**src/rtl/core/dqdm_pkg.sv**
```systemverilog
// Shared types, constants and helpers for the depth quad discontinuity mask
`timescale 1ns / 1ps

package dqdm_pkg;

  // default sizes
  localparam int MAX_WIDTH_DEF  = 2048;
  localparam int DEPTH_BITS_DEF = 16;

  // fixed register and field widths
  localparam int LW_BITS       = 12;
  localparam int THR_BITS      = 16;
  localparam int ROW_BITS      = 12;
  localparam int CFG_IDX_BITS  = 2;
  localparam int CFG_DATA_BITS = 16;

  localparam logic [ROW_BITS-1:0] RowMax       = '1;
  localparam logic [LW_BITS-1:0]  LineWidthRst = 12'd640;
  localparam logic [THR_BITS-1:0] ThresholdRst = 16'd50;

  // configuration register indexes
  typedef enum logic [CFG_IDX_BITS-1:0] {
    REG_LINE_WIDTH      = 2'd0,
    REG_DEPTH_THRESHOLD = 2'd1,
    REG_FILLED_MODE     = 2'd2
  } reg_index_t;

  // configuration registers as seen by the datapath
  typedef struct packed {
    logic [LW_BITS-1:0]  line_width;
    logic [THR_BITS-1:0] depth_threshold;
    logic                filled_mode;
  } cfg_t;

  // saturating row increment
  function automatic logic [ROW_BITS-1:0] row_inc(input logic [ROW_BITS-1:0] r);
    return (r == RowMax) ? r : r + ROW_BITS'(1);
  endfunction

endpackage

```
**src/rtl/core/dqdm_pos.sv**
```systemverilog
// Raster position tracker: column and saturating row of each accepted sample
`timescale 1ns / 1ps

module dqdm_pos import dqdm_pkg::*; #(
  parameter int MAX_WIDTH = MAX_WIDTH_DEF
) (
  input  logic                         clk,
  input  logic                         rst,
  input  logic                         advance,
  input  logic                         frame_start,
  input  logic [LW_BITS-1:0]           line_width,
  output logic [$clog2(MAX_WIDTH)-1:0] col,
  output logic [ROW_BITS-1:0]          row
);

  localparam int COL_W = $clog2(MAX_WIDTH);
  localparam int WID_W = $clog2(MAX_WIDTH + 1);
  localparam int CMP_W = ((WID_W > LW_BITS) ? WID_W : LW_BITS) + 1;

  logic [COL_W-1:0]    column_count, column_count_next;
  logic [ROW_BITS-1:0] row_count, row_count_next;
  logic [CMP_W-1:0]    lw_ext, active_w, col_inc;
  logic                wrap_pre, wrap_post;

  // clamp the configured width to the supported range
  always_comb begin
    lw_ext = CMP_W'(line_width);
    if (lw_ext < CMP_W'(2)) begin
      active_w = CMP_W'(2);
    end else if (lw_ext > CMP_W'(MAX_WIDTH)) begin
      active_w = CMP_W'(MAX_WIDTH);
    end else begin
      active_w = lw_ext;
    end
  end

  // position of the incoming sample, and the position after it
  always_comb begin
    wrap_pre = CMP_W'(column_count) >= active_w;
    if (frame_start) begin
      col = '0;
      row = '0;
    end else if (wrap_pre) begin
      col = '0;
      row = row_inc(row_count);
    end else begin
      col = column_count;
      row = row_count;
    end
    col_inc   = CMP_W'(col) + CMP_W'(1);
    wrap_post = col_inc >= active_w;
    if (wrap_post) begin
      column_count_next = '0;
      row_count_next    = row_inc(row);
    end else begin
      column_count_next = col_inc[COL_W-1:0];
      row_count_next    = row;
    end
  end

  always_ff @(posedge clk) begin
    if (rst) begin
      column_count <= '0;
      row_count    <= '0;
    end else if (advance) begin
      column_count <= column_count_next;
      row_count    <= row_count_next;
    end
  end

endmodule

```
**config.mk**
```make
export PLATFORM = sky130hd
export DESIGN_NAME = dqdm_pos
export DESIGN_NICKNAME = d
export VERILOG_FILES = /design/src/rtl/core/dqdm_pkg.sv /design/src/rtl/core/dqdm_pos.sv
export SDC_FILE = /design/constraint.sdc
export NUM_CORES = 1
export LEC_CHECK = 0
export ABC_AREA = 1
export BUFFER_PORTS_ARGS = -buffer_cell sky130_fd_sc_hd__clkbuf_2
export CAP_MARGIN = 20
export CORE_MARGIN = 2
export CORE_UTILIZATION = 59
export DETAILED_ROUTE_END_ITERATION = 8
export PLACE_DENSITY = 0.81
export SKIP_CTS_REPAIR_TIMING = 1
export SYNTH_ARGS = -nofsm -noshare
export SYNTH_HDL_FRONTEND = slang
export SYNTH_SLANG_ARGS = --single-unit
```
**constraint.sdc**
```tcl
create_clock -name clk -period 5.9 [get_ports clk]
set_input_delay 0.59 -clock clk [delete_from_list [all_inputs] [get_ports clk]]
set_output_delay 0.59 -clock clk [all_outputs]
set_load 0.01 [all_outputs]
```
# Yosys cells after proc, flatten, opt, wreduce, memory -nomap -nowiden
# Cells that the tools add are included.
dict set report word_totals {
  output_inout_bits 23
  ff_bits 23
  elab_cells 21
  inputBits 16
}
dict set report classes {
  magnitude_cmp 4
  n_addsub 3
  mux 10
  eq_ne 2
}
# op n
set ops {}
lappend ops {{two-way mux 12 bit} 7}
lappend ops {{two-way mux 11 bit} 3}
lappend ops {{adder 12 x 1 -> 12 bit, second input constant} 2}
lappend ops {{== test 12 bit, second input constant} 2}
lappend ops {{>= comparator 11 x 13 -> 1 bit} 1}
lappend ops {{>= comparator 12 x 13 -> 1 bit} 1}
lappend ops {{adder 11 x 1 -> 12 bit, second input constant} 1}
lappend ops {{greater-than comparator 12 bit, second input constant} 1}
lappend ops {{< comparator 12 x 2 -> 1 bit, second input constant} 1}

# Depth between registers and ports, before layout
dict set report depth {
  word_depth 9
  depth_mapped 38
}

# Worst setup path after synthesis
# No wires, ideal clock.
dict set report synth_timing {
  path_kind {input -> register}
  start {input line_width[10]}
  end {register column_count[8]}
  arrival_time_ps 5154
  path_buffers 2
  cell_stages 32
  required_ps 5830
  setup_slack_ps 676
  cell_sequence {or2_1 > nor2_2 > nand2_2 > nand2_4 > nand2_1 > ha_1 > a21oi_1 > nor2_1 > a211oi_1 > o22a_1 > nand2_1 > inv_2 > nand2_4 > buf_6 > nor3_2 > ha_1 > nand2_2 > nor2_4 > nand3_2 > nor2_2 > nand4_1 > nand2_1 > inv_1 > ha_1 > a21o_1 > a221oi_1 > a21boi_1 > inv_1 > nor2_1 > buf_2 > nand3_1 > a21oi_1}
}
dict set report synth_between {
  elab_chain_cells 9
  elab_cells_between_ends 10
}
# item line
set synth_rtl {}
lappend synth_rtl {{start, declared} dqdm_pos.sv:11} ;# input logic [LW_BITS-1:0] line_width,
lappend synth_rtl {{greater-than comparator 12 bit} dqdm_pos.sv:30} ;# end else if (lw_ext > CMP_W'(MAX_WIDTH)) begin
lappend synth_rtl {{two-way mux 12 bit} dqdm_pos.sv:30}
lappend synth_rtl {{two-way mux 12 bit *} dqdm_pos.sv:28} ;# if (lw_ext < CMP_W'(2)) begin
lappend synth_rtl {{>= comparator 11 x 13 -> 1 bit *} dqdm_pos.sv:39} ;# wrap_pre = CMP_W'(column_count) >= active_w;
lappend synth_rtl {{two-way mux 11 bit *} dqdm_pos.sv:43} ;# end else if (wrap_pre) begin
lappend synth_rtl {{two-way mux 11 bit *} dqdm_pos.sv:40} ;# if (frame_start) begin
lappend synth_rtl {{via col[1]} dqdm_pos.sv:12} ;# output logic [$clog2(MAX_WIDTH)-1:0] col,
lappend synth_rtl {{adder 11 x 1 -> 12 bit *} dqdm_pos.sv:50} ;# col_inc = CMP_W'(col) + CMP_W'(1);
lappend synth_rtl {{>= comparator 12 x 13 -> 1 bit} dqdm_pos.sv:51} ;# wrap_post = col_inc >= active_w;
lappend synth_rtl {{two-way mux 11 bit *} dqdm_pos.sv:52} ;# if (wrap_post) begin
lappend synth_rtl {{end signal, assigned} dqdm_pos.sv:66} ;# column_count <= column_count_next;
lappend synth_rtl {{end, declared} dqdm_pos.sv:20} ;# logic [COL_W-1:0] column_count, column_count_next;
# Mark *: on every way through the listed nets, which the timed path passes. The rest lies on a longest branch.
# A chain may end at the register's enable or synchronous reset.

# Worst setup path in the final report
dict set report layout_timing {
  start {input line_width[10]}
  end {register column_count[4]}
}
dict set report layout_between {
  elab_chain_cells 9
  elab_cells_between_ends 10
}
# item line
set layout_rtl {}
lappend layout_rtl {{greater-than comparator 12 bit} dqdm_pos.sv:30}
lappend layout_rtl {{two-way mux 12 bit} dqdm_pos.sv:30}
lappend layout_rtl {{two-way mux 12 bit *} dqdm_pos.sv:28}
lappend layout_rtl {{>= comparator 11 x 13 -> 1 bit} dqdm_pos.sv:39}
lappend layout_rtl {{two-way mux 11 bit} dqdm_pos.sv:43}
lappend layout_rtl {{two-way mux 11 bit} dqdm_pos.sv:40}
lappend layout_rtl {{adder 11 x 1 -> 12 bit} dqdm_pos.sv:50}
lappend layout_rtl {{>= comparator 12 x 13 -> 1 bit} dqdm_pos.sv:51}
lappend layout_rtl {{two-way mux 11 bit *} dqdm_pos.sv:52}
# Every way passes the cells marked *; elsewhere a longest branch is shown, timed or not.

==> flow_summary.ini <==
[outcome]
outcome = finished clean

[final_layout]
drive_gt1_frac = 0.2089
nFillCells = 457
area_delta_synth_final_pct = 9.040
utilization = 0.6678
n_antenna_cell = 0
fin_area_um2 = 3154
nNetsFinal = 534

[detailed_routing]
antenna_left = 0
drt_iter0_markers = 232
firstDrtPassIters = 5
wl_per_cell_um = 13.06
routed_wirelength_um = 7312
via_count = 3059
viasPerCell = 5.463
route.detailed.drc = 0

[worst_setup_path]
slowest_stage = ha_1
criticalPathCategory = primary input to flip-flop
critical_path_required_ns = 6.10
crit_fanout = 8
setup.worst_path.end_class = flip-flop
crit_path_max_incr_delay_ns = 0.31
reg2reg_slack_ns = 1.14
r2r_start = column_count[6]
rr_worst_depth = 26
worst_r2r_endpoint = column_count[4]
cpMostUsedCell = nand2_1
cp_data_arrival_time_ns = 5.61
startpoint_type = primary input

[power_and_ir_drop]
power.density_nw_per_um2 = 121.0
leakage_uw = 0.001504
max-vdd-ir-drop_mv = 0.09770
total_power_uw = 381.7

[die]
core-area_um2 = 4723
num_rows = 25
io_pins = 39
fp.dieW_um = 74.02
die_area_um2 = 5479
start_util = 0.6125
die_h_um = 74.02

[global_route]
overflow = 0
grtUsageTotal = 0.2824
antenna_found_initial = 0
grt_pass1_vias = 2832
grt_max_degree = 21
grt_pass1_wl_um = 12410

[job]
maxCapViolations = 0

[timing]
min_period_ns = 5.406
timing.fmax_ghz = 0.1850
fin_skew_ns = 0.003189
tightest_slew_ns = 0.5383
rsz0062_at_grt = false
post-route-period-util = 0.9163
setup_viol = 0
report.final.slew_viol_count = 0
hold_viol_final = 0
setup_tns_ns = 0
timing.final.ws_setup_ns = 0.4941
slew-limit-headroom = 0.6384

[placed_design]
post-place-ws_ns = 0.2738
port-buffer-count = 38
place.gp.congestion = 0.9351
dp_hpwl_um = 5829
dpl_cell_area_um2 = 3109

[cts]
clock_latency_ns = 0.27
h-tree-depth = 1
cts_sinks = 23
clk_pin_slew_ns = 0.09
root_buffer = clkbuf_8
cts_tree = yes
cts_buffer_depth = 2
numCtsBuffers = 3

[yosys]
yosysWarnings = 0
syn_area_um2 = 2893
ys_seq_area_frac = 0.1592
postSynthCellCount = 460
syn-num-nets = 500
synth-seq-cells = 23
postSynthAreaPerCell_um2 = 6.289
synth_cell_type_count = 43

[min_path]
holdCritPathClass = flip-flop to flip-flop
min_from = column_count[0]
hold_end = column_count[0]
hold_path_depth = 2
-- Yosys cell counts (all sizes together) --
| cell type | instances | share of area |
|---|---|---|
| nand2 | 127 | 0.18 |
| inv | 63 | 0.082 |
| nor2 | 61 | 0.11 |
| nand3 | 45 | 0.094 |
| a21oi | 31 | 0.056 |
| ha | 24 | 0.10 |
| dfxtp | 23 | 0.16 |
| o21ai | 18 | 0.032 |
| nor3 | 13 | 0.033 |
| xor2 | 13 | 0.039 |
| nand4 | 10 | 0.022 |
| buf | 9 | 0.026 |
| clkbuf | 5 | 0.0065 |
| or2 | 3 | 0.0065 |
| a21boi | 2 | 0.0052 |
| a31oi | 2 | 0.0043 |
| and2 | 2 | 0.0048 |
| xnor2 | 2 | 0.0061 |
| a211oi | 1 | 0.0026 |
| a21o | 1 | 0.0026 |
| a221oi | 1 | 0.0030 |
| and3 | 1 | 0.0022 |
| nand3b | 1 | 0.0026 |
| nor4 | 1 | 0.0074 |
| o22a | 1 | 0.0030 |
-- kinds of logic after synthesis --
kind of cell / share of synthesized area
adder cells (fa/ha/maj): 0.1038
buffers and inverters: 0.1146
flip-flops: 0.1592
AND/OR/NAND/NOR: 0.4676
XOR/XNOR: 0.04542
AO/OA/AOI/OAI: 0.1094
-- worst max-delay path by stage --
stage                            endpoint           start  slack, ns  depth (start not counted)
after floorplan           column_count[8]  line_width[10]       0.68                         32
after global placement    column_count[6]  line_width[10]       0.57                         32
after detailed placement  column_count[4]  line_width[10]       0.27                         32
after CTS                 column_count[3]  line_width[10]       0.52                         32
after global routing      column_count[6]   line_width[1]       0.04                         34
final                     column_count[4]  line_width[10]       0.49                         32
-- metal layers --
metal | vias up | track usage | wire length [µm]
li1 | 1558 | - | -
met1 | 1376 | 0.3792 | 3311
met2 | 113 | 0.4792 | 3432
met3 | 12 | 0.03117 | 473
met4 | 0 | 0.07879 | 94
met5 | - | 0 | 0
-- cell usage in the layout (no fill, tap or decap), types with 5 or more instances in the layout --
master	netlist	routed
a21oi_1	29	29
buf_4	1	5
clkbuf_2	0	38
dfxtp_1	23	23
ha_1	24	24
inv_1	59	59
nand2_1	114	114
nand2_2	9	9
nand3_1	37	37
nand3_2	7	7
nand4_1	10	10
nor2_1	41	41
nor2_2	11	11
nor2_4	9	9
nor3_1	8	8
o21ai_0	16	16
xor2_1	13	13
-- final cells by class --
type,instances,area [µm²],area share
sequential,23,460.4,0.1460
tap,67,83.83,0.02658
clock buffer,4,45.04,0.01428
timing repair buffer,43,227.7,0.07219
multi-input combinational,360,2101,0.6660
inverter,63,236.5,0.07497
-- through the flow --
step           std cells  hold slack, ns
5_1_grt              560          0.5197
3_5_place_dp         556          0.4715
6_report             560          0.4827
3_3_place_gp         556          0.4563
4_1_cts              560          0.4851
2_1_floorplan        460          0.4451
-- sequential cells by signal (all words and copies together) (netlist names) --
name and cells:
column_count 11, row_count 12
-- where the power goes --
part           internal, µW  switching, µW
registers               161           7.05
clock network          48.4           58.0
logic                  37.1           70.3
total                   246            135
-- worst max-delay path, delay by kind of cell --
family	cells	cell delay, ns
buffers and inverters	5	0.57
adder cells (fa/ha/maj)	3	0.86
AO/OA/AOI/OAI	7	1.42
AND/OR/NAND/NOR	17	2.16
(Power assumes the default switching activity.)
