--- src/rtl/core/dqdm_pkg.sv ---
// Shared types, constants and helpers for the depth quad discontinuity mask
`timescale 1ns / 1ps

package dqdm_pkg;

  // default sizes
  localparam int MAX_WIDTH_DEF  = 2048;
  localparam int DEPTH_BITS_DEF = 16;

  // fixed register and field widths
  localparam int LW_BITS       = 12;
  localparam int THR_BITS      = 16;
  localparam int ROW_BITS      = 12;
  localparam int CFG_IDX_BITS  = 2;
  localparam int CFG_DATA_BITS = 16;

  localparam logic [ROW_BITS-1:0] RowMax       = '1;
  localparam logic [LW_BITS-1:0]  LineWidthRst = 12'd640;
  localparam logic [THR_BITS-1:0] ThresholdRst = 16'd50;

  // configuration register indexes
  typedef enum logic [CFG_IDX_BITS-1:0] {
    REG_LINE_WIDTH      = 2'd0,
    REG_DEPTH_THRESHOLD = 2'd1,
    REG_FILLED_MODE     = 2'd2
  } reg_index_t;

  // configuration registers as seen by the datapath
  typedef struct packed {
    logic [LW_BITS-1:0]  line_width;
    logic [THR_BITS-1:0] depth_threshold;
    logic                filled_mode;
  } cfg_t;

  // saturating row increment
  function automatic logic [ROW_BITS-1:0] row_inc(input logic [ROW_BITS-1:0] r);
    return (r == RowMax) ? r : r + ROW_BITS'(1);
  endfunction

endpackage

--- src/rtl/core/dqdm_quad_check.sv ---
// Keep if filled: off row/column 0, corners nonzero, edge differences under threshold; if point: sample nonzero
`timescale 1ns / 1ps

module dqdm_quad_check import dqdm_pkg::*; #(
  parameter int DEPTH_BITS = DEPTH_BITS_DEF
) (
  input  cfg_t                  cfg,
  input  logic [DEPTH_BITS-1:0] upper_left,
  input  logic [DEPTH_BITS-1:0] upper,
  input  logic [DEPTH_BITS-1:0] left,
  input  logic [DEPTH_BITS-1:0] current,
  input  logic                  first_col,
  input  logic                  first_row,
  output logic                  keep
);

  localparam int TW = (DEPTH_BITS > THR_BITS) ? DEPTH_BITS : THR_BITS;

  logic edge_top, edge_left, edge_right, edge_bottom, all_nonzero;

  function automatic logic close_enough(input logic [DEPTH_BITS-1:0] p,
                                        input logic [DEPTH_BITS-1:0] q,
                                        input logic [THR_BITS-1:0]   thr);
    logic [DEPTH_BITS-1:0] diff;
    diff = (p > q) ? (p - q) : (q - p);
    return TW'(diff) < TW'(thr);
  endfunction

  // top, left, right and bottom edge tests run side by side
  assign edge_top    = close_enough(upper_left, upper, cfg.depth_threshold);
  assign edge_left   = close_enough(upper_left, left, cfg.depth_threshold);
  assign edge_right  = close_enough(upper, current, cfg.depth_threshold);
  assign edge_bottom = close_enough(left, current, cfg.depth_threshold);
  assign all_nonzero = (upper_left != '0) && (upper != '0) && (left != '0)
                       && (current != '0);

  // point mode only looks at the current sample
  always_comb begin
    if (cfg.filled_mode) begin
      keep = !first_col && !first_row && all_nonzero
             && edge_top && edge_left && edge_right && edge_bottom;
    end else begin
      keep = current != '0;
    end
  end

endmodule

--- config.mk ---
export PLATFORM = sky130hd
export DESIGN_NAME = dqdm_quad_check
export DESIGN_NICKNAME = d
export VERILOG_FILES = /design/src/rtl/core/dqdm_pkg.sv /design/src/rtl/core/dqdm_quad_check.sv
export SDC_FILE = /design/constraint.sdc
export NUM_CORES = 1
export LEC_CHECK = 0
export BUFFER_PORTS_ARGS = -buffer_cell sky130_fd_sc_hd__buf_2
export CORE_UTILIZATION = 61
export DETAILED_ROUTE_END_ITERATION = 16
export PLACE_DENSITY = 0.94
export SETUP_SLACK_MARGIN = 0.1
export SYNTH_ARGS = -nofsm -noshare
export SYNTH_HDL_FRONTEND = slang
export SYNTH_SLANG_ARGS = --single-unit
--- constraint.sdc ---
create_clock -name vclk -period 12.3
set_clock_uncertainty 0.2 [all_clocks]
set_input_delay 0.615 -clock vclk [all_inputs]
set_output_delay 0.615 -clock vclk [all_outputs]
set_load 0.02 [all_outputs]
; Yosys cells after proc, flatten, opt, wreduce, memory -nomap -nowiden
; Cells that the tools add are included.
; W data, S select, Z words.
[op_classes]
addsub = 8
reduce_logical = 15
n_mux = 5
order_cmp = 8
[ops]
columns = cell, n
row1 = $sub A16 B16 Y16, 8
row2 = $gt A16 B16 Y1, 4
row3 = $lt A16 B16 Y1, 4
row4 = $mux W16, 4
row5 = $reduce_bool A16 Y1, 4
row6 = $logic_and A1 B1 Y1, 9
row7 = $logic_not A1 Y1, 2
row8 = $mux W1, 1
[totals]
out_inout_bits = 1
elab_cells = 36
register_bits = 0
in_bits = 95

; Depth between registers and ports, before layout
; Gate-level depths: netlist of run 1.
[logic_depth]
ltp_word = 10
depth_mapped = 23
depth_no_buf = 21

; Worst setup path after synthesis of run 1
; No wires, ideal clock.
[synth_path]
path_kind = input-to-output
from = in upper_left[0]
to = out keep
t_arrival_ns = 4.452
required_time_ns = 11.485
path_stages = 22
n_path_buf = 1
slack_ns = 7.033
cell_sequence = inv_1 -> ha_1 -> inv_1 -> fa_1 -> a211oi_1 -> o21ai_0 -> a41oi_1 -> o31ai_4 -> buf_2 -> nor2b_1 -> o21ai_1 -> o31ai_1 -> xnor2_1 -> ha_1 -> a22o_1 -> a221oi_1 -> nand4_1 -> a311oi_1 -> nand4_1 -> nor4_1 -> o221ai_1 -> o22ai_1
[synth_via]
elab_chain_cells = 10
word_cells_on_any_way = 20
classes_between = add/sub: 4 / order compare: 4 / mux: 3 / reduce/logical: 9
[synth_lines]
columns = element, line_no
row1 = from (decl), dqdm_quad_check.sv:8  ; input logic [DEPTH_BITS-1:0] upper_left,
row2 = branches (longest 6 deep; another with $sub A16 B16 Y16), -
row3 = $logic_and A1 B1 Y1 (*) (3 in a row), dqdm_quad_check.sv:41  ; && edge_top && edge_left && edge_right && edge_bottom;
row4 = $mux W1 (*), dqdm_quad_check.sv:39  ; if (cfg.filled_mode) begin
row5 = to (decl), dqdm_quad_check.sv:14  ; output logic keep
; Every way passes the cells marked *.

; Worst setup path in the final report of run 1
[layout_path]
from = in upper[0]
to = out keep
[layout_via]
elab_chain_cells = 10
word_cells_on_any_way = 20
classes_between = add/sub: 4 / order compare: 4 / mux: 3 / reduce/logical: 9
[layout_lines]
columns = element, line_no
row1 = from (decl), dqdm_quad_check.sv:9  ; input logic [DEPTH_BITS-1:0] upper,
row2 = branches (longest 7 deep; another with $sub A16 B16 Y16), -
row3 = $logic_and A1 B1 Y1 (*) (2 in a row), dqdm_quad_check.sv:41
row4 = $mux W1 (*), dqdm_quad_check.sv:39
; Marks and branches as above.

==> impl_results.md, run 1 <==
* Buf/Inv on CP at 4
* Grt total ovfl at 0
* Synth Cell Area at 0.00754 mm^2
* Period minus WS final at 6.93 ns
* Die Y at 113 um
* Crit start category: primary input
* Vias at 8369
* Slew HR at 0.360
* Largest stage delay, worst path at 0.80 ns
* RSZ-0062 raised after global routing: false
* Crit path max-delay family: compound AO/OA/AOI/OAI gates
* Crit-path cells: buf_2 -> inv_1 -> ha_1 -> inv_1 -> fa_1 -> a211oi_1 -> o211ai_1 -> nand2_1 -> nor3b_1 -> a211oi_2 -> or2_1 -> mux2i_1 -> xnor2_1 -> ha_1 -> a22o_1 -> a221oi_1 -> nand4_1 -> a311oi_1 -> nand4_1 -> nor4_1 -> o221ai_1 -> o22ai_1 -> buf_2
* IR drop worst, VDD at 0.0000355 V
* CP required at 11.48 ns
* Crit end category: output pin
* Post-route DRC at 0
* Crit path DAT at 6.11 ns
* Instance area at placement at 0.00798 mm^2
* Die width at 113 um
* Filler cells at 1099
* Port Buf Inserts at 84
* Core area at 0.0120 mm^2
* Largest net degree at the start of global routing at 25
* Slew Viols, Final at 0
* Initial DRT Pass Iterations at 6
* Synth Area per Inst at 7.34 um^2
* # IOs at 96
* Final Hold Fails at 0
* Gpl congestion at 1.04
* LEAKAGE at 0.00415 uW
* Seq_cells at 0
* Hold buffers post-CTS at 0
* Final TNS setup at 0 ns
* Synth Instances at 1028
* Ant diodes at 0
* Gates resized, CTS repair at 0
* Post-DRT Antenna Nets at 0
* Layout cells sized above 1 at 0.0984
* Max-cap violations at 0
* Final count of negative-setup-slack endpoints at 0
* Total GRT Usage at 0.416
* YS warnings at 0
* Initial Util at 0.628
* Final #Nets at 1366
* Global-route wire length before repair at 41800 um
* Critical path type: primary input to output pin
* Total power per unit cell area at 64.4 mW/mm^2
* Syn nets at 1315
* Final Cell Area at 0.00798 mm^2
* Crit path max-delay cell type: or2_1
* Area delta synth->final at 5.82%
* Worst-margin pin slew at 0.959 ns
* Wire per inst at 22.2 um
* Period utilisation layout at 0.563
* # rows at 40
* Number of global-route vias before repair at 7781
* Post-DP HPWL at 22900 um
* Setup bufs post-CTS at 0
* Post-Route WL at 27200 um
* Initial antenna violation count at 0
* Crit path max fanout at 16
* FF+latch area at 0 um^2
* 1st-iter DRT viols at 1011
* Die ar. at 0.0128 mm^2
* F_max at 144 MHz
* Vias per cell at 6.84
* Min-delay worst type: primary input to output pin
* Sequential fraction of the synthesis area at 0
* Clock Buffer Count at 0
* Run status: finished, final reports clean
* Number of distinct library cells after synthesis at 74
[per-layer routing]
layer,vias up,part of all wire,track usage
met5,-,0,0
met4,0,0.059,0.209
met3,119,0.11,0.0707
met2,524,0.42,0.653
met1,3825,0.41,0.548
li1,3901,-,-
[through the flow]
stage	power, uW	instances	utilization	worst slack [ns]	hold WS [ns]
floorplan	362	1028	-	7.03	1.19
global placement	482	1224	0.665	5.62	1.41
detailed placement	492	1224	0.665	5.62	1.40
CTS	496	1224	0.665	5.59	1.40
global route	561	1224	0.665	5.17	1.41
finish	514	1224	0.665	5.37	1.41
[worst paths after layout]
path | start | end | slack, ns | cells after the start
setup / recovery | upper[0] | keep | 5.37 | 23
hold / removal | cfg[0] | keep | 1.41 | 3
[kinds of logic after synthesis]
kind of cell             count (synthesis)  share of synthesized area
AO/OA/AOI/OAI                          358                      0.317
XOR/XNOR                                54                     0.0627
AND/OR/NAND/NOR                        240                      0.163
buffers and inverters                  145                     0.0771
adder cells (fa/ha/maj)                192                      0.326
multiplexers                            39                     0.0534
[cell type report]
type               instances  area, um^2  share of cell area
inverters                109         409              0.0513
multi-input cells        883        6960               0.872
well taps                147         184              0.0230
repair buffers            85         428              0.0536
[power breakdown]
group          total (uW)  switching, uW  internal [uW]
Clock                   0              0              0
Sequential              0              0              0
Combinational         514            308            205
Total                 514            308            205
[cells in the mapped netlist, types with 24 or more instances]
library cell,n,area [um^2]
xnor2_1,32,280
inv_1,109,409
nand2_1,56,210
nor4_1,24,150
o21ai_0,57,285
a21o_1,61,458
nor2_1,51,191
ha_1,184,2300
mux2i_1,31,310
a21oi_1,103,515
nand4_1,24,150
[tightest hold or removal path, stage by stage]
cell     delay, ns
buf_2         0.12
o22ai_1       0.10
buf_2         0.17
[cells in the final DEF (no fill, tap or decap), types with 6 or more instances in the layout]
master	instances
ha_1	184
inv_1	109
a21oi_1	103
buf_2	84
a21o_1	61
o21ai_0	57
nand2_1	56
nor2_1	51
xnor2_1	32
mux2i_1	31
nand4_1	24
nor4_1	24
a211oi_1	22
xor2_1	22
o21bai_1	16
nand3_1	16
nor2b_1	15
nand2b_1	10
nor3_1	10
o21ai_1	9
o211ai_1	8
and3_1	8
a31oi_1	8
a221oi_1	8
fa_1	8
o21a_1	7
o31ai_1	7
mux2_2	7
and2_1	6
and4_1	6
o221ai_1	6
Power figures use the tool's default switching activity.
==> inputs of run 2 (changes only) <==
CORE_UTILIZATION = 56   (was 61)
PLACE_DENSITY = 0.92   (was 0.94)
clock period = 6 ns   (was 12.3 ns; I/O delays follow)
==> run 2 against run 1 <==
Effect of this change: sequential share of layout area is the same; global-route usage is 3.8 points lower; total power is 110% higher; hold slack got worse by 0.65 ns; wire length is 0.35% lower; cell count grew 2.9%; combinational power increased by 110%; first-iteration DRC count down 9.8%; largest cell class unchanged; largest power group unchanged.
==> impl_results.md, run 2 (synthesis results as in run 1) <==
* Crit end category: output pin (unchanged)
* Post-DRT Antenna Nets at 0 (unchanged)
* Period minus WS final at 5.59 ns
* F_max at 179 MHz
* Wire per inst at 21.5 um (was 22.2 um)
* RSZ-0062 raised after global routing: false (unchanged)
* Area of the multi-input gates at 0.00697 mm^2 (was 0.00696 mm^2)
* Final TNS setup at 0 ns (unchanged)
* Post-route DRC at 0 (unchanged)
* Total power per unit cell area at 132 mW/mm^2 (was 64.4 mW/mm^2)
* Combinational Power Share at 1.000 (about the same)
* Grt total ovfl at 0 (unchanged)
* Hold buffers post-CTS at 0 (unchanged)
* Sequential share of power at 0 (about the same)
* # rows at 42 (was 40)
* Initial DRT Pass Iterations at 6 (unchanged)
* Switching Fraction at 0.600 (about the same)
* Total power at 1060 uW (was 514 uW)
* Seq_cells at 0 (unchanged)
* LEAKAGE at 0.00418 uW (was 0.00415 uW)
* Final Hold Fails at 0 (unchanged)
* Die ar. at 0.0139 mm^2 (was 0.0128 mm^2)
* Vias at 8228 (was 8369)
* Slew Viols, Final at 0 (unchanged)
* Post-Route WL at 27100 um (was 27200 um)
* Min Hold Slack at 0.763 ns (was 1.41 ns)
* Critical path type: primary input to output pin (unchanged)
* Die width at 118 um (was 113 um)
* Crit start category: primary input (unchanged)
* Initial Util at 0.572 (was 0.628)
* 1st-iter DRT viols at 912 (was 1011)
* Layout cells sized above 1 at 0.104 (was 0.0984)
* Initial antenna violation count at 0 (unchanged)
* Port Buf Inserts at 84 (unchanged)
* FF+latch area at 0 um^2 (unchanged)
* Filler cells at 1288 (was 1099)
* Crit path max fanout at 15 (was 16)
* Largest net degree at the start of global routing at 20 (was 25)
* Gpl congestion at 0.998 (was 1.04)
* Commonest non-fill, non-tap cells in the layout: ha_1, inv_1, a21oi_1, buf_2, a21o_1 (unchanged)
* Period utilisation layout at 0.931
* Die Y at 118 um (was 113 um)
* Clock Buffer Count at 0 (unchanged)
* Max-cap violations at 0 (unchanged)
* # IOs at 96 (unchanged)
* Clock power share at 0 (about the same)
* Min-delay worst type: primary input to output pin (unchanged)
* Core area at 0.0132 mm^2 (was 0.0120 mm^2)
* Post-DP HPWL at 23300 um (was 22900 um)
* Finished Core Util at 0.612 (was 0.665)
* Total GRT Usage at 0.378 (was 0.416)
* Vias per cell at 6.54 (was 6.84)
* Sw Pwr at 637 uW (was 308 uW)
* Ant diodes at 0 (unchanged)
* Worst-margin pin slew at 0.649 ns (was 0.959 ns)
* Final #Nets at 1372 (was 1366)
* Area delta synth->final at 7.03% (was 5.82%)
* Slew HR at 0.565 (was 0.360)
* Most common cell after layout, fill and taps aside: ha_1 (unchanged)
* CP required at 5.50 ns (was 11.48 ns)
* Number of global-route vias before repair at 7535 (was 7781)
* Run status: finished, final reports clean (unchanged)
* Global-route wire length before repair at 41400 um (was 41800 um)
* Cell internal pwr at 425 uW (was 205 uW)
* Crit path DAT at 5.09 ns (was 6.11 ns)
* IR drop worst, VDD at 0.0000603 V (was 0.0000355 V)
* Final count of negative-setup-slack endpoints at 0 (unchanged)
==> run 2: worst max-delay path: stages <==
cell and delay [ns]:
buf_2 0.13, inv_1 0.11, ha_1 0.18, inv_1 0.05, fa_1 0.41, a211oi_1 0.30, o211ai_1 0.12, nand2_1 0.18
nor3b_1 0.09, a211oi_2 0.33, or2_1 0.19, buf_4 0.29, mux2i_1 0.25, xor2_1 0.10, ha_1 0.20, a22o_1 0.20
a221oi_1 0.27, nand4_1 0.13, a311oi_1 0.36, nand4_1 0.13, nor4_1 0.20, o221ai_1 0.18, o22ai_1 0.18, buf_2 0.20
==> run 2: worst paths after layout <==
check | startpoint | endpoint | slack, ns | cells after the start
worst min-delay path | cfg[0] | keep | 0.76 | 3
worst max-delay path | upper[0] | keep | 0.41 | 24
==> run 2: final cells by class <==
class / count / share of cell area
inverter: 109 / 0.0507
multi-input combinational: 883 / 0.863
tap: 176 / 0.0273
timing repair buffer: 91 / 0.0586
==> run 2: power groups by stage <==
stage	logic, uW	registers, uW	clock network (uW)
after floorplan	742	0	0
after global placement	1010	0	0
after detailed placement	1030	0	0
after CTS	1030	0	0
after global routing	1160	0	0
final	1060	0	0
==> run 2: timing repair <==
item | 4_1_cts | 5_1_grt
resized for setup | 0 | 2
buffers inserted | 0 | 0
endpoints found under the setup margin | 0 | 1
==> run 2: stage by stage <==
step	area [um^2]	setup WS [ns]	std cells
after global placement	8060	0.614	1259
after floorplan	7540	1.36	1028
after CTS	8060	0.492	1259
after global routing	8070	0.141	1259
final	8070	0.414	1259
after detailed placement	8060	0.530	1259
==> run 2: metal layers <==
| metal | up-vias | GRT usage | wire, um | part of all wire |
|---|---|---|---|---|
| met2 | 449 | 0.586 | 11500 | 0.42 |
| met1 | 3807 | 0.534 | 12100 | 0.45 |
| met4 | 0 | 0.143 | 1200 | 0.044 |
| li1 | 3898 | - | - | - |
| met5 | - | 0 | 0 | 0 |
| met3 | 74 | 0.0383 | 2380 | 0.088 |
